[src/hw/rtl/lasc_pkg.sv]
// Shared constants, types and microcode table for the LFU attribute slot cache.
`default_nettype none

package lasc_pkg;

    localparam int SLOTS  = 8;
    localparam int SLOT_W = (SLOTS > 1) ? $clog2(SLOTS) : 1;
    localparam int PC_W   = 4;

    localparam logic [31:0] CNT_MAX = 32'hFFFF_FFFF;

    // micro-operations
    localparam logic [2:0] OP_NOP   = 3'd0;
    localparam logic [2:0] OP_LATCH = 3'd1;
    localparam logic [2:0] OP_INIT  = 3'd2;
    localparam logic [2:0] OP_SCAN  = 3'd3;
    localparam logic [2:0] OP_BUMP  = 3'd4;
    localparam logic [2:0] OP_REPL  = 3'd5;
    localparam logic [2:0] OP_EMIT  = 3'd6;

    // slot memory read address select
    localparam logic [2:0] RS_NONE  = 3'd0;
    localparam logic [2:0] RS_CUR   = 3'd1;
    localparam logic [2:0] RS_IDX   = 3'd2;
    localparam logic [2:0] RS_IDXP1 = 3'd3;
    localparam logic [2:0] RS_K     = 3'd4;
    localparam logic [2:0] RS_J     = 3'd5;

    // jump conditions
    localparam logic [2:0] C_NEVER  = 3'd0;
    localparam logic [2:0] C_ALWAYS = 3'd1;
    localparam logic [2:0] C_INVLD  = 3'd2;
    localparam logic [2:0] C_BYPASS = 3'd3;
    localparam logic [2:0] C_CURHIT = 3'd4;
    localparam logic [2:0] C_LAST   = 3'd5;
    localparam logic [2:0] C_FOUND  = 3'd6;
    localparam logic [2:0] C_OFREE  = 3'd7;

    // result outcome codes
    localparam logic [2:0] OC_CUR   = 3'd0;
    localparam logic [2:0] OC_OTHER = 3'd1;
    localparam logic [2:0] OC_REPL  = 3'd2;
    localparam logic [2:0] OC_BAD   = 3'd3;
    localparam logic [2:0] OC_BUF   = 3'd4;

    // program addresses
    localparam logic [PC_W-1:0] PC_WAIT   = 4'd0;
    localparam logic [PC_W-1:0] PC_CHKBYP = 4'd1;
    localparam logic [PC_W-1:0] PC_CHKCUR = 4'd2;
    localparam logic [PC_W-1:0] PC_RD0    = 4'd3;
    localparam logic [PC_W-1:0] PC_SCAN   = 4'd4;
    localparam logic [PC_W-1:0] PC_DECIDE = 4'd5;
    localparam logic [PC_W-1:0] PC_RDJ    = 4'd6;
    localparam logic [PC_W-1:0] PC_REPL   = 4'd7;
    localparam logic [PC_W-1:0] PC_RDK    = 4'd8;
    localparam logic [PC_W-1:0] PC_BUMPK  = 4'd9;
    localparam logic [PC_W-1:0] PC_BUMPC  = 4'd10;
    localparam logic [PC_W-1:0] PC_RDOUT  = 4'd11;
    localparam logic [PC_W-1:0] PC_EMIT   = 4'd12;

    typedef struct packed {
        logic [7:0] color;
        logic       etype;
        logic [7:0] tile;
        logic [2:0] mode;
    } key_t;

    typedef struct packed {
        logic [2:0] op;
        logic [2:0] rsel;
        logic [2:0] oc;
    } lasc_ctl_t;

    typedef struct packed {
        logic in_valid;
        logic bypass;
        logic cur_hit;
        logic last;
        logic found;
        logic out_free;
    } lasc_stat_t;

    typedef struct packed {
        lasc_ctl_t       ctl;
        logic [2:0]      cond;
        logic            hold;
        logic [PC_W-1:0] tgt;
    } uword_t;

    function automatic uword_t mk(input logic [2:0] op, input logic [2:0] rsel,
                                  input logic [2:0] oc, input logic [2:0] cond,
                                  input logic hold, input logic [PC_W-1:0] tgt);
        uword_t w;
        w.ctl.op   = op;
        w.ctl.rsel = rsel;
        w.ctl.oc   = oc;
        w.cond     = cond;
        w.hold     = hold;
        w.tgt      = tgt;
        return w;
    endfunction

    function automatic uword_t ucode(input logic [PC_W-1:0] pc);
        uword_t w;
        case (pc)
            PC_WAIT:   w = mk(OP_LATCH, RS_NONE,  OC_CUR,   C_INVLD,  1'b1, PC_CHKBYP);
            PC_CHKBYP: w = mk(OP_NOP,   RS_CUR,   OC_CUR,   C_BYPASS, 1'b0, PC_RDOUT);
            PC_CHKCUR: w = mk(OP_INIT,  RS_NONE,  OC_CUR,   C_CURHIT, 1'b0, PC_BUMPC);
            PC_RD0:    w = mk(OP_NOP,   RS_IDX,   OC_CUR,   C_NEVER,  1'b0, PC_WAIT);
            PC_SCAN:   w = mk(OP_SCAN,  RS_IDXP1, OC_CUR,   C_LAST,   1'b1, PC_DECIDE);
            PC_DECIDE: w = mk(OP_NOP,   RS_NONE,  OC_CUR,   C_FOUND,  1'b0, PC_RDK);
            PC_RDJ:    w = mk(OP_NOP,   RS_J,     OC_CUR,   C_NEVER,  1'b0, PC_WAIT);
            PC_REPL:   w = mk(OP_REPL,  RS_NONE,  OC_REPL,  C_ALWAYS, 1'b0, PC_RDOUT);
            PC_RDK:    w = mk(OP_NOP,   RS_K,     OC_CUR,   C_NEVER,  1'b0, PC_WAIT);
            PC_BUMPK:  w = mk(OP_BUMP,  RS_NONE,  OC_OTHER, C_ALWAYS, 1'b0, PC_RDOUT);
            PC_BUMPC:  w = mk(OP_BUMP,  RS_NONE,  OC_CUR,   C_NEVER,  1'b0, PC_WAIT);
            PC_RDOUT:  w = mk(OP_NOP,   RS_CUR,   OC_CUR,   C_NEVER,  1'b0, PC_WAIT);
            PC_EMIT:   w = mk(OP_EMIT,  RS_NONE,  OC_CUR,   C_OFREE,  1'b1, PC_WAIT);
            default:   w = mk(OP_NOP,   RS_NONE,  OC_CUR,   C_ALWAYS, 1'b0, PC_WAIT);
        endcase
        return w;
    endfunction

endpackage

`default_nettype wire

[src/hw/rtl/lasc_if.sv]
// Request and result channel interfaces.
`default_nettype none

interface lasc_req_if;
    logic              valid;
    logic              ready;
    logic [7:0]        color;
    logic              edge_type;
    logic signed [8:0] tile;
    logic [2:0]        draw_mode;
    logic              color_defined;
    logic              tile_defined;
    logic              buffer_active;

    modport source (
        output valid, color, edge_type, tile, draw_mode,
               color_defined, tile_defined, buffer_active,
        input  ready
    );
    modport sink (
        input  valid, color, edge_type, tile, draw_mode,
               color_defined, tile_defined, buffer_active,
        output ready
    );
endinterface

interface lasc_rsp_if;
    logic              valid;
    logic              ready;
    logic [3:0]        slot_number;
    logic [2:0]        outcome;
    logic              tile_warning;
    logic [3:0]        change_mask;
    logic [7:0]        current_color;
    logic              current_type;
    logic signed [8:0] current_tile;
    logic [2:0]        current_mode;

    modport source (
        output valid, slot_number, outcome, tile_warning, change_mask,
               current_color, current_type, current_tile, current_mode,
        input  ready
    );
    modport sink (
        input  valid, slot_number, outcome, tile_warning, change_mask,
               current_color, current_type, current_tile, current_mode,
        output ready
    );
endinterface

`default_nettype wire

[src/hw/rtl/lasc_useq.sv]
// Microcode sequencer: step counter, control store and conditional jumps.
`default_nettype none

module lasc_useq
    import lasc_pkg::*;
(
    input  wire logic       clk,
    input  wire logic       rst_n,
    input  wire lasc_stat_t stat,
    output lasc_ctl_t       ctl
);

    logic [PC_W-1:0] pc_reg;
    logic [PC_W-1:0] pc_next;
    uword_t          uw;
    logic            take;

    assign uw  = ucode(pc_reg);
    assign ctl = uw.ctl;

    always_comb
    begin
        case (uw.cond)
            C_NEVER:  take = 1'b0;
            C_ALWAYS: take = 1'b1;
            C_INVLD:  take = stat.in_valid;
            C_BYPASS: take = stat.bypass;
            C_CURHIT: take = stat.cur_hit;
            C_LAST:   take = stat.last;
            C_FOUND:  take = stat.found;
            C_OFREE:  take = stat.out_free;
            default:  take = 1'b0;
        endcase
    end

    always_comb
    begin
        if (take)
        begin
            pc_next = uw.tgt;
        end
        else if (uw.hold)
        begin
            pc_next = pc_reg;
        end
        else
        begin
            pc_next = pc_reg + PC_W'(1);
        end
    end

    always_ff @(posedge clk or negedge rst_n)
    begin
        if (!rst_n)
        begin
            pc_reg <= PC_WAIT;
        end
        else
        begin
            pc_reg <= pc_next;
        end
    end

endmodule

`default_nettype wire

[src/hw/rtl/lasc_dpath.sv]
// Datapath: request registers, slot memory, scan compare, result register.
`default_nettype none

module lasc_dpath
    import lasc_pkg::*;
(
    input  wire logic      clk,
    input  wire logic      rst_n,
    input  wire lasc_ctl_t ctl,
    input  wire logic      tile_one_defined,
    output lasc_stat_t     stat,
    lasc_req_if.sink       req,
    lasc_rsp_if.source     rsp
);

    key_t              key_mem [SLOTS];
    logic [31:0]       cnt_mem [SLOTS];
    logic [SLOTS-1:0]  vld_reg;

    key_t              rd_key_reg;
    logic [31:0]       rd_cnt_reg;
    logic              rd_vld_reg;
    logic [SLOT_W-1:0] rd_addr_reg;

    logic [7:0]        color_reg;
    logic              etype_reg;
    logic [7:0]        tile_reg;
    logic [2:0]        mode_reg;
    logic              warn_reg;
    logic              pat_reg;
    logic [2:0]        oc_reg;
    logic [3:0]        mask_reg;
    logic [3:0]        mask_next;

    logic [SLOT_W-1:0] cur_reg;
    logic [SLOT_W-1:0] idx_reg;
    logic [SLOT_W-1:0] j_reg;
    logic [SLOT_W-1:0] k_reg;
    logic              found_reg;
    logic [31:0]       best_reg;

    logic              ovld_reg;
    logic [3:0]        onum_reg;
    logic [2:0]        ooc_reg;
    logic              owarn_reg;
    logic [3:0]        omask_reg;
    logic [7:0]        ocolor_reg;
    logic              otype_reg;
    logic signed [8:0] otile_reg;
    logic [2:0]        omode_reg;

    logic [SLOT_W-1:0] rd_addr;
    logic              rd_en;
    key_t              eff_key;
    logic [31:0]       eff_cnt;
    key_t              req_key;
    key_t              new_key;
    logic              match;
    logic              fire;
    logic              out_free;
    logic [7:0]        tile_n;
    logic              warn_n;
    logic              pat_n;
    logic [31:0]       cnt_next;
    logic [7:0]        num_ext;
    logic [3:0]        num;
    logic signed [8:0] rtile;

    assign fire     = req.valid && req.ready;
    assign out_free = !ovld_reg || rsp.ready;
    assign req.ready = (ctl.op == OP_LATCH);

    assign eff_key = rd_vld_reg ? rd_key_reg : '0;
    assign eff_cnt = rd_vld_reg ? rd_cnt_reg : 32'd0;
    assign req_key = '{color: color_reg, etype: etype_reg, tile: tile_reg, mode: mode_reg};
    assign match   = (eff_key == req_key);

    assign stat.in_valid = req.valid;
    assign stat.bypass   = (oc_reg == OC_BUF) || (oc_reg == OC_BAD);
    assign stat.cur_hit  = match;
    assign stat.last     = (idx_reg == SLOT_W'(SLOTS - 1));
    assign stat.found    = found_reg;
    assign stat.out_free = out_free;

    // normalize the requested tile
    always_comb
    begin
        tile_n = 8'd1;
        warn_n = 1'b0;
        pat_n  = tile_one_defined;
        if (req.tile[8])
        begin
            tile_n = 8'd0;
            pat_n  = 1'b0;
        end
        else if (req.tile == 9'sd0)
        begin
            tile_n = 8'd1;
        end
        else if (!req.tile_defined)
        begin
            warn_n = 1'b1;
        end
        else
        begin
            tile_n = req.tile[7:0];
            pat_n  = 1'b1;
        end
    end

    always_comb
    begin
        case (ctl.rsel)
            RS_CUR:   rd_addr = cur_reg;
            RS_IDX:   rd_addr = idx_reg;
            RS_IDXP1: rd_addr = idx_reg + SLOT_W'(1);
            RS_K:     rd_addr = k_reg;
            RS_J:     rd_addr = j_reg;
            default:  rd_addr = cur_reg;
        endcase
    end
    assign rd_en = (ctl.rsel != RS_NONE);

    assign cnt_next = (eff_cnt == CNT_MAX) ? eff_cnt : eff_cnt + 32'd1;
    assign new_key  = req_key;

    always_comb
    begin
        mask_next = 4'd0;
        if (mode_reg != eff_key.mode)
        begin
            mask_next[0] = 1'b1;
        end
        else if (color_reg != eff_key.color)
        begin
            mask_next[1] = 1'b1;
        end
        if (tile_reg != eff_key.tile)
        begin
            mask_next[2] = 1'b1;
            mask_next[3] = (tile_reg != 8'd0) && pat_reg;
        end
    end

    assign num_ext = 8'(cur_reg) + 8'd1;
    assign num     = num_ext[3:0];
    assign rtile   = (eff_key.tile > 8'd1) ? $signed({1'b0, eff_key.tile})
                                           : $signed({1'b0, eff_key.tile} - 9'd1);

    // slot memory: one read, one write port
    always_ff @(posedge clk)
    begin
        if (ctl.op == OP_REPL)
        begin
            key_mem[rd_addr_reg] <= new_key;
            cnt_mem[rd_addr_reg] <= 32'd1;
        end
        else if (ctl.op == OP_BUMP)
        begin
            key_mem[rd_addr_reg] <= eff_key;
            cnt_mem[rd_addr_reg] <= cnt_next;
        end
        if (rd_en)
        begin
            rd_key_reg  <= key_mem[rd_addr];
            rd_cnt_reg  <= cnt_mem[rd_addr];
            rd_vld_reg  <= vld_reg[rd_addr];
            rd_addr_reg <= rd_addr;
        end
    end

    // request and scan payload
    always_ff @(posedge clk)
    begin
        if (ctl.op == OP_LATCH && fire)
        begin
            color_reg <= req.color;
            etype_reg <= req.edge_type;
            tile_reg  <= tile_n;
            mode_reg  <= req.draw_mode;
            pat_reg   <= pat_n;
        end
        if (ctl.op == OP_INIT)
        begin
            idx_reg  <= '0;
            j_reg    <= '0;
            best_reg <= CNT_MAX;
        end
        if (ctl.op == OP_SCAN)
        begin
            idx_reg <= idx_reg + SLOT_W'(1);
            if (match)
            begin
                k_reg <= idx_reg;
            end
            if (eff_cnt < best_reg)
            begin
                j_reg    <= idx_reg;
                best_reg <= eff_cnt;
            end
        end
    end

    always_ff @(posedge clk or negedge rst_n)
    begin
        if (!rst_n)
        begin
            vld_reg   <= '0;
            cur_reg   <= '0;
            oc_reg    <= OC_CUR;
            warn_reg  <= 1'b0;
            mask_reg  <= 4'd0;
            found_reg <= 1'b0;
            ovld_reg  <= 1'b0;
        end
        else
        begin
            case (ctl.op)
                OP_LATCH:
                begin
                    if (fire)
                    begin
                        mask_reg <= 4'd0;
                        if (req.buffer_active)
                        begin
                            oc_reg   <= OC_BUF;
                            warn_reg <= 1'b0;
                        end
                        else if (!req.color_defined)
                        begin
                            oc_reg   <= OC_BAD;
                            warn_reg <= 1'b0;
                        end
                        else
                        begin
                            oc_reg   <= OC_REPL;
                            warn_reg <= warn_n;
                        end
                    end
                end
                OP_INIT:
                begin
                    found_reg <= 1'b0;
                end
                OP_SCAN:
                begin
                    if (match)
                    begin
                        found_reg <= 1'b1;
                    end
                end
                OP_BUMP:
                begin
                    cur_reg              <= rd_addr_reg;
                    oc_reg               <= ctl.oc;
                    vld_reg[rd_addr_reg] <= 1'b1;
                end
                OP_REPL:
                begin
                    cur_reg              <= rd_addr_reg;
                    oc_reg               <= ctl.oc;
                    mask_reg             <= mask_next;
                    vld_reg[rd_addr_reg] <= 1'b1;
                end
                default:
                begin
                end
            endcase
            if (ctl.op == OP_EMIT && out_free)
            begin
                ovld_reg <= 1'b1;
            end
            else if (rsp.ready)
            begin
                ovld_reg <= 1'b0;
            end
        end
    end

    // result register
    always_ff @(posedge clk)
    begin
        if (ctl.op == OP_EMIT && out_free)
        begin
            case (oc_reg)
                OC_BUF:  onum_reg <= 4'd1;
                OC_BAD:  onum_reg <= 4'd0;
                default: onum_reg <= num;
            endcase
            ooc_reg    <= oc_reg;
            owarn_reg  <= warn_reg;
            omask_reg  <= mask_reg;
            ocolor_reg <= eff_key.color;
            otype_reg  <= eff_key.etype;
            otile_reg  <= rtile;
            omode_reg  <= eff_key.mode;
        end
    end

    assign rsp.valid         = ovld_reg;
    assign rsp.slot_number   = onum_reg;
    assign rsp.outcome       = ooc_reg;
    assign rsp.tile_warning  = owarn_reg;
    assign rsp.change_mask   = omask_reg;
    assign rsp.current_color = ocolor_reg;
    assign rsp.current_type  = otype_reg;
    assign rsp.current_tile  = otile_reg;
    assign rsp.current_mode  = omode_reg;

endmodule

`default_nettype wire

[src/hw/rtl/lfu_attribute_slot_cache_top.sv]
// Top level of the LFU attribute slot cache: config register, sequencer, datapath.
// One request at a time; the next beat can be taken in the cycle after the result is
// loaded. A miss on the slot in force scans all slots through the one read port.
// Reset clears the sequencer, slot valid bits (all slots read as zero) and current slot.
`default_nettype none

module lfu_attribute_slot_cache_top
    import lasc_pkg::*;
(
    input  wire logic  clk,
    input  wire logic  rst_n,
    lasc_req_if.sink   req,
    lasc_rsp_if.source rsp,
    input  wire logic  cfg_we,
    input  wire logic  cfg_wdata
);

    logic       tod_reg;
    lasc_ctl_t  ctl;
    lasc_stat_t stat;

    always_ff @(posedge clk or negedge rst_n)
    begin
        if (!rst_n)
        begin
            tod_reg <= 1'b0;
        end
        else if (cfg_we)
        begin
            tod_reg <= cfg_wdata;
        end
    end

    lasc_useq u_useq (
        .clk   (clk),
        .rst_n (rst_n),
        .stat  (stat),
        .ctl   (ctl)
    );

    lasc_dpath u_dpath (
        .clk              (clk),
        .rst_n            (rst_n),
        .ctl              (ctl),
        .tile_one_defined (tod_reg),
        .stat             (stat),
        .req              (req),
        .rsp              (rsp)
    );

    a_one_at_a_time: assert property (@(posedge clk) disable iff (!rst_n)
        req.valid && req.ready |=> !req.ready)
        else $error("request taken while previous one in flight");

    a_buf_result: assert property (@(posedge clk) disable iff (!rst_n)
        rsp.valid && rsp.outcome == OC_BUF |->
            rsp.slot_number == 4'd1 && rsp.change_mask == 4'd0 && !rsp.tile_warning)
        else $error("bad buffered result");

    a_bad_result: assert property (@(posedge clk) disable iff (!rst_n)
        rsp.valid && rsp.outcome == OC_BAD |->
            rsp.slot_number == 4'd0 && rsp.change_mask == 4'd0 && !rsp.tile_warning)
        else $error("bad color result malformed");

    a_hit_mask: assert property (@(posedge clk) disable iff (!rst_n)
        rsp.valid && (rsp.outcome == OC_CUR || rsp.outcome == OC_OTHER) |->
            rsp.change_mask == 4'd0 && rsp.slot_number != 4'd0)
        else $error("hit with change mask or no slot");

endmodule

`default_nettype wire

[src/flat_wrapper.sv]
// flat-port wrapper written by rule: the top's interface ports become plain ports
module lfu_attribute_slot_cache_top_flat import lasc_pkg::*;
  (clk, rst_n, cfg_we, cfg_wdata, req_valid, req_color, req_edge_type, req_tile, req_draw_mode, req_color_defined, req_tile_defined, req_buffer_active, req_ready, rsp_valid, rsp_slot_number, rsp_outcome, rsp_tile_warning, rsp_change_mask, rsp_current_color, rsp_current_type, rsp_current_tile, rsp_current_mode, rsp_ready);
  lasc_req_if req_i ();
  lasc_rsp_if rsp_i ();
  input  wire logic clk;
  input  wire logic rst_n;
  input  wire logic cfg_we;
  input  wire logic cfg_wdata;
  input wire logic [$bits(req_i.valid)-1:0] req_valid;
  input wire logic [$bits(req_i.color)-1:0] req_color;
  input wire logic [$bits(req_i.edge_type)-1:0] req_edge_type;
  input wire logic [$bits(req_i.tile)-1:0] req_tile;
  input wire logic [$bits(req_i.draw_mode)-1:0] req_draw_mode;
  input wire logic [$bits(req_i.color_defined)-1:0] req_color_defined;
  input wire logic [$bits(req_i.tile_defined)-1:0] req_tile_defined;
  input wire logic [$bits(req_i.buffer_active)-1:0] req_buffer_active;
  output wire logic [$bits(req_i.ready)-1:0] req_ready;
  output wire logic [$bits(rsp_i.valid)-1:0] rsp_valid;
  output wire logic [$bits(rsp_i.slot_number)-1:0] rsp_slot_number;
  output wire logic [$bits(rsp_i.outcome)-1:0] rsp_outcome;
  output wire logic [$bits(rsp_i.tile_warning)-1:0] rsp_tile_warning;
  output wire logic [$bits(rsp_i.change_mask)-1:0] rsp_change_mask;
  output wire logic [$bits(rsp_i.current_color)-1:0] rsp_current_color;
  output wire logic [$bits(rsp_i.current_type)-1:0] rsp_current_type;
  output wire logic [$bits(rsp_i.current_tile)-1:0] rsp_current_tile;
  output wire logic [$bits(rsp_i.current_mode)-1:0] rsp_current_mode;
  input wire logic [$bits(rsp_i.ready)-1:0] rsp_ready;
  assign req_i.valid = req_valid;
  assign req_i.color = req_color;
  assign req_i.edge_type = req_edge_type;
  assign req_i.tile = req_tile;
  assign req_i.draw_mode = req_draw_mode;
  assign req_i.color_defined = req_color_defined;
  assign req_i.tile_defined = req_tile_defined;
  assign req_i.buffer_active = req_buffer_active;
  assign req_ready = req_i.ready;
  assign rsp_valid = rsp_i.valid;
  assign rsp_slot_number = rsp_i.slot_number;
  assign rsp_outcome = rsp_i.outcome;
  assign rsp_tile_warning = rsp_i.tile_warning;
  assign rsp_change_mask = rsp_i.change_mask;
  assign rsp_current_color = rsp_i.current_color;
  assign rsp_current_type = rsp_i.current_type;
  assign rsp_current_tile = rsp_i.current_tile;
  assign rsp_current_mode = rsp_i.current_mode;
  assign rsp_i.ready = rsp_ready;
  lfu_attribute_slot_cache_top u_core (.clk(clk), .rst_n(rst_n), .req(req_i), .rsp(rsp_i), .cfg_we(cfg_we), .cfg_wdata(cfg_wdata));
endmodule
[config.mk]
export PLATFORM = sky130hd
export DESIGN_NAME = lfu_attribute_slot_cache_top_flat
export DESIGN_NICKNAME = d
export VERILOG_FILES = /design/src/hw/rtl/lasc_pkg.sv /design/src/hw/rtl/lasc_if.sv /design/src/hw/rtl/lasc_useq.sv /design/src/hw/rtl/lasc_dpath.sv /design/src/hw/rtl/lfu_attribute_slot_cache_top.sv /design/src/flat_wrapper.sv
export SDC_FILE = /design/constraint.sdc
export NUM_CORES = 1
export LEC_CHECK = 0
export BUFFER_PORTS_ARGS = -buffer_cell sky130_fd_sc_hd__buf_4
export CAP_MARGIN = 20
export CORE_ASPECT_RATIO = 1.5
export CORE_MARGIN = 3
export CORE_UTILIZATION = 60
export CTS_BUF_LIST = sky130_fd_sc_hd__clkbuf_16
export DETAILED_ROUTE_END_ITERATION = 6
export GPL_TIMING_DRIVEN = 1
export PLACE_DENSITY = 0.84
export SYNTH_ARGS = -nofsm -noshare
export SYNTH_HDL_FRONTEND = slang
export SYNTH_SLANG_ARGS = --single-unit
[constraint.sdc]
create_clock -name clk -period 9.8 [get_ports clk]
set_input_delay 0.98 -clock clk [delete_from_list [all_inputs] [get_ports clk]]
set_output_delay 0.98 -clock clk [all_outputs]
set_load 0.02 [all_outputs]
# [Word level (Yosys, flattened, before mapping)]
# Memories as Yosys holds them, arrays and structs flattened. A register that Yosys moved wholly into a read port is not among the register bits.
# Cells that the tools add are included.
[totals] mem_bits_ro=256 reg_bits=125 memories=3 elab_cells=149 latch_bits=0 input_bits=30 ram_bits=416
[op_classes] muxes=51 multipliers=0 n_div=0 shift=0 addsub=5 eq_ne=28 n_lt_le_gt_ge=5 reduce_logical=23 n_bitwise=4
[mem_list] memory="(no name shown)" depth=16 word_bits=16 read_ports=1 rd_clocked_by_memory_dff=0 write_ports=0 line_no="lasc_pkg.sv:105" rtl="case (pc)"
[mem_list] memory="u_core.u_dpath.cnt_mem" depth=8 word_bits=32 read_ports=1 rd_clocked_by_memory_dff=1 write_ports=1 line_no="lasc_dpath.sv:17" rtl="logic [31:0] cnt_mem [SLOTS];"
[mem_list] memory="u_core.u_dpath.key_mem" depth=8 word_bits=20 read_ports=1 rd_clocked_by_memory_dff=1 write_ports=1 line_no="lasc_dpath.sv:16" rtl="key_t key_mem [SLOTS];"
[ops] op="two-way mux 32 bit" n=6
[ops] op="two-way mux 20 bit" n=2
[ops] op="equality test 3 bit, second input constant" n=11
[ops] op="adder 32 x 1 -> 32 bit, second input constant" n=1
[ops] op="equality test 32 bit, second input constant" n=1
[ops] op="less-than comparator 32 bit" n=1
[ops] op="two-way mux 1 bit" n=23
[ops] op="equality test 3 x 2 -> 1 bit, second input constant" n=7
[ops] op="two-way mux 3 bit" n=7
[ops] op="equality test 20 bit" n=1
[ops] op="!= test 8 bit" n=2
[ops] op="one-hot mux 4 bit (2 select lines)" n=2
[ops] op="two-way mux 4 bit" n=3
[ops] op="one-hot mux 3 bit (4 select lines)" n=1
[ops] op="AND reduction 2 bit" n=5
[ops] op="logical NOT 9 bit" n=1
[ops] op="subtractor 8 x 1 -> 9 bit, second input constant" n=1
[ops] op="> comparator 8 x 1 -> 1 bit, second input constant" n=1
[ops] op="less-than comparator 3 x 4 -> 1 bit, second input constant" n=2
[ops] op="two-way mux 8 bit" n=1
[ops] op="bitwise OR 8 bit" n=1
[ops] op="one-hot mux 1 bit (8 select lines)" n=1
[ops] op="nonzero test 2 bit" n=4
[ops] op="nonzero test 8 bit" n=1
[ops] op="other kinds (22)" n=30

# [Depth between registers and ports, before layout]
# An unclocked memory read counts as a cell.
[logic_depth] ltp_word=6 mapped_depth=17

# [Hierarchy]
# Synthesis repeated with hierarchy kept, for this count alone.
[unflattened] cells_unflattened=2040 hier_area_um2=25629.6
[by_module_without_submodules] module="lasc_dpath" cells_each=1941 n_inst=1 area_per_inst_um2=24881.4
[by_module_without_submodules] module="lasc_useq" cells_each=97 n_inst=1 area_per_inst_um2=708.2
[by_module_without_submodules] module="lfu_attribute_slot_cache_top" cells_each=2 n_inst=1 area_per_inst_um2=40.0

# [Worst setup path before layout]
# Ideal clock, no wire load.
[synth_timing] path_kind="reg2reg" startpoint="register u_core.u_useq.pc_reg[0]" endpoint="register u_core.u_dpath.vld_reg[1]" setup_slack_ps=4099 path_stages_with_launch=9 arrival_ps=5614 setup_ps=87 cell_sequence="dfrtp_1 > ha_1 > ha_1 > nor2b_1 > nand3_1 > nand2_1 > nand2_1 > nor3_1 > or2_2"
[synth_between] elab_chain_len=3 word_cells_on_any_way=4 cone_classes="eq/ne: 2; reduce/logical: 1; memory: 1"
[synth_rtl] item="start, declared" line_no="lasc_useq.sv:13" rtl="logic [PC_W-1:0] pc_reg;"
[synth_rtl] item="start signal, assigned" line_no="lasc_useq.sv:60" rtl="pc_reg <= pc_next;"
[synth_rtl] item="memory read (16 x 16 bit) (*)"
[synth_rtl] item="equality test 3 bit" line_no="lasc_dpath.sv:218" rtl="case (ctl.op)"
[synth_rtl] item="OR reduction 2 bit (no line) (*)"
[synth_rtl] item="end signal, assigned" line_no="lasc_dpath.sv:208" rtl="vld_reg <= '0;"
[synth_rtl] item="end signal, assigned by index" line_no="lasc_dpath.sv:256" rtl="vld_reg[rd_addr_reg] <= 1'b1;"
[synth_rtl] item="end signal, assigned by index" line_no="lasc_dpath.sv:263" rtl="vld_reg[rd_addr_reg] <= 1'b1;"
[synth_rtl] item="end, declared" line_no="lasc_dpath.sv:18" rtl="logic [SLOTS-1:0] vld_reg;"
# Every way passes the cells marked *; elsewhere a longest branch is shown, timed or not.
# A chain may end at the register's enable or synchronous reset.

# [Final worst setup path]
[layout_timing] startpoint="register u_core.u_useq.pc_reg[2]" endpoint="register u_core.u_dpath.rd_vld_reg, data pin"
[layout_between] elab_chain_len=5 word_cells_on_any_way=8 cone_classes="eq/ne: 4; mux: 3; memory: 1"
[layout_rtl] item="memory read (16 x 16 bit) (*)"
[layout_rtl] item="equality test 3 bit / equality test 3 x 2 -> 1 bit (equally long branches)" line_no="lasc_dpath.sv:113" rtl="case (ctl.rsel)"
[layout_rtl] item="one-hot mux 3 bit (4 select lines) (*)" line_no="lasc_dpath.sv:113"
[layout_rtl] item="binary-select mux 1 bit (select 3 bit) (*)" line_no="lasc_dpath.sv:167" rtl="rd_vld_reg <= vld_reg[rd_addr];"
[layout_rtl] item="two-way mux 1 bit (implied by the code) (*)" line_no="lasc_dpath.sv:167"
[layout_rtl] item="end signal, assigned" line_no="lasc_dpath.sv:167"
[layout_rtl] item="end, declared" line_no="lasc_dpath.sv:22" rtl="logic rd_vld_reg;"
# Every way passes the cells marked *; elsewhere a longest branch is shown, timed or not. The select of a mux whose other input is x is not followed.

==> summary.md <==
| Metric | Value |
|---|---|
| Nets | `1700` |
| H-tree depth | `2` |
| Syn nets | `1623` |
| CTS Buffer Depth | `3` |
| Final Non-Filler Cells | `2228` |
| Fillers | `2624` |
| Post-layout util | `67.7%` |
| Num CTS Buffers | `50` |
| Delay-heaviest family, CP | `multiplexers` |
| FF-to-FF setup slack | `5190 ps` |
| Wire length after detailed routing | `50800 um` |
| Critical Path Source Type | `register` |
| Post-synth top area share | `63.7%` |
| Initial core utilization | `60.8%` |
| Initial antenna violation count | `0` |
| Largest regs | `u_core.u_dpath.cnt_mem (256), u_core.u_dpath.key_mem (160)` |
| Largest stage delay, worst path | `900 ps` |
| Pwr per Cell Area | `357 nW/um2` |
| Avg WL per Cell | `22.8 um` |
| Commonest cells in the netlist | `edfxtp_1 (532), nand2_1 (109), nor2_1 (107), mux4_2 (106), inv_1 (86)` |
| IO buf count | `64` |
| Io pins | `65` |
| Count leader, synth | `edfxtp_1` |
| Post-DP HPWL | `29200 um` |
| Fmax | `217 MHz` |
| Clk pin slew, worst setup/hold paths | `70 ps` |
| Area Overhead vs Synth | `11.3%` |
| Initial DRC count | `1096` |
| Post-synthesis cell type count | `63` |
| Worst slew margin | `28.0%` |
| Post-detailed-route via-to-cell ratio | `6.16` |
| Fin Setup TNS | `0 ps` |
| Yosys reg bits | `593` |
| Register Area | `17300 um2` |
| Post-synthesis adder-cell area fraction | `2.14%` |
| Area contributors post-synth | `edfxtp_1 (64%), mux4_2 (9.5%), mux2_2 (3.2%)` |
| YS warnings | `0` |
| Worst path arrival time | `4940 ps` |
| Fraction of the mapped netlist area in compound gates | `3.25%` |
| Post-synth EDFFs | `532` |
| Multi-input gate area | `7220 um2` |
| Worst setup EP type | `register` |
| Period utilization | `47.0%` |
| CP Data Required Time | `10130 ps` |
| Largest net degree at the start of global routing | `62` |
| DRC | `0` |
| Simple-gate share of the synthesized area | `7.18%` |
| Slew Viols, Final | `0` |
| Avg Synthesized Cell Area | `16.2 um2` |
| FP Rows | `91` |
| Placed Cells | `2133` |
| Post-CTS sizing | `0` |
| Worst path depth | `8` |
| Final Critical Period | `4610 ps` |
| Final hold vios | `0` |
| Clk sinks | `593` |
| First-pass GRT wire length | `80000 um` |
| Mux contribution to synthesized area | `14.3%` |
| Bufs and invs on worst path | `2` |
| Slew @ Worst Pin | `1070 ps` |
| RSZ-0062 raised after global routing | `false` |
| Highest net fanout along the worst path | `58` |
| Via count | `13717` |
| RD Place Congestion | `0.878` |
| XOR/XNOR share of the synthesized area | `1.50%` |
| Max_cap viols | `0` |
| Main combinational cell family by area after synthesis | `multiplexers` |
| Peak supply drop | `0.000300 V` |
| Die width | `173 um` |
| Synthesized instance count | `1551` |
| Core ar. | `41200 um2` |
| Max reg flops | `256` |
| Vias in the first global route | `14458` |
| Sequential area share after synthesis | `69.1%` |
| Worst r2r src | `u_core.u_useq.pc_reg[2]` |
| Aggregate global routing overflow | `0` |
| Asr flop ratio synth | `4.38%` |
| Crit-path cells | `inv_1 -> ha_1 -> mux2_4 -> mux2i_1 -> a221o_4 -> buf_4 -> mux4_2 -> mux2_2` |
| HP Class | `input port to asynchronous set/reset pin` |
| Latest clock arrival within the worst-skew pair | `580 ps` |
| Clock skew | `16.4 ps` |
| Hold Buf Count CTS | `0` |
| WS Path Type | `register to register` |
| Main synth FF type | `edfxtp_1` |
| CTS tree | `built` |
| Die area | `44300 um2` |
| TritonRoute pass-1 iters | `5` |
| Die Ht | `256 um` |
| Tot GR Track Use | `23.1%` |
| Cell taking the most area after synthesis | `edfxtp_1` |
| Crit Reg-Reg Endpoint | `u_core.u_dpath.rd_vld_reg` |
| Endpoints failing setup | `0` |
| Slowest-stage cell, CP | `dfrtp_1` |
| Leak Pwr | `0.0101 uW` |
| CTS root buffer | `clkbuf_16` |
| Antenna cells | `0` |
| Layout cells sized above 1 | `22.2%` |
| Mapped Area | `25100 um2` |
| Final ANT Viol Nets | `0` |
| Post-CTS setup buffers | `0` |
| Largest Register | `u_core.u_dpath.cnt_mem` |
| Outcome | `completed` |
| R2R depth | `8` |
## through the flow
stage | total power (uW) | hold slack [ps] | setup slack (ps) | cell area [um2]
3_3_place_gp | 7760 | 430 | 5370 | 26200
3_5_place_dp | 7930 | 437 | 5260 | 26200
4_1_cts | 10000 | 302 | 5210 | 27900
5_1_grt | 10500 | 327 | 4990 | 27900
2_1_floorplan | 7000 | 425 | 4100 | 25100
6_report | 9950 | 308 | 5190 | 27900
## layout make-up
type / instances / area share (%)
multi-input combinational: 813 / 25.9
clock inverter: 41 / 1.36
inverter: 86 / 1.16
sequential: 593 / 62.1
timing repair buffer: 84 / 2.29
tap: 558 / 2.50
clock buffer: 53 / 4.75
## cell usage in the layout (no fill, tap or decap), drive strengths merged, types with 7 or more instances in the layout
cell type / count
bufinv: 7
mux4: 106
nor2: 108
inv: 95
nor2b: 9
nand4: 13
nand2b: 12
mux2: 73
xor2: 10
dfxtp: 35
nor4: 13
and2: 23
nand4b: 7
or2: 8
clkinv: 21
clkbuf: 53
buf: 84
nand2: 109
o21ai: 52
nor3: 18
a21oi: 35
o22ai: 12
mux2i: 38
ha: 42
dfrtp: 26
edfxtp: 532
xnor2: 33
nand3: 31
## worst register-to-register path: cells and delay by family (launching register included)
family / cells / cell delay (ps)
adder cells (fa/ha/maj): 1 / 270
flip-flops: 1 / 900
AO/OA/AOI/OAI: 1 / 710
buffers and inverters: 2 / 1070
multiplexers: 4 / 1400
## per-layer routing
metal	track usage [%]	routed length, um
met5	0	0
met3	2.87	2750
met2	42.7	27900
met1	27.6	18400
met4	8.63	1770
## power breakdown
part | leakage (uW) | switching, uW | internal, uW
sequential | 0.00552 | 318 | 3640
clock | 0.000869 | 879 | 1170
combinational | 0.00372 | 2170 | 1780
## worst max path at each step
stage | from | endpoint
global route | u_core.u_useq.pc_reg[2] | u_core.u_dpath.rd_vld_reg
global placement | u_core.u_useq.pc_reg[2] | u_core.u_dpath.rd_vld_reg
finish | u_core.u_useq.pc_reg[2] | u_core.u_dpath.rd_vld_reg
detailed placement | u_core.u_useq.pc_reg[2] | u_core.u_dpath.rd_vld_reg
floorplan | u_core.u_useq.pc_reg[0] | u_core.u_dpath.vld_reg[1]
CTS | u_core.u_useq.pc_reg[2] | u_core.u_dpath.rd_vld_reg
## cells by family after synthesis
kind of cell	count (synthesis)
AO/OA/AOI/OAI	136
XOR/XNOR	43
adder cells (fa/ha/maj)	43
buffers and inverters	145
flip-flops	593
multiplexers	217
AND/OR/NAND/NOR	374
Power figures use the tool's default switching activity.
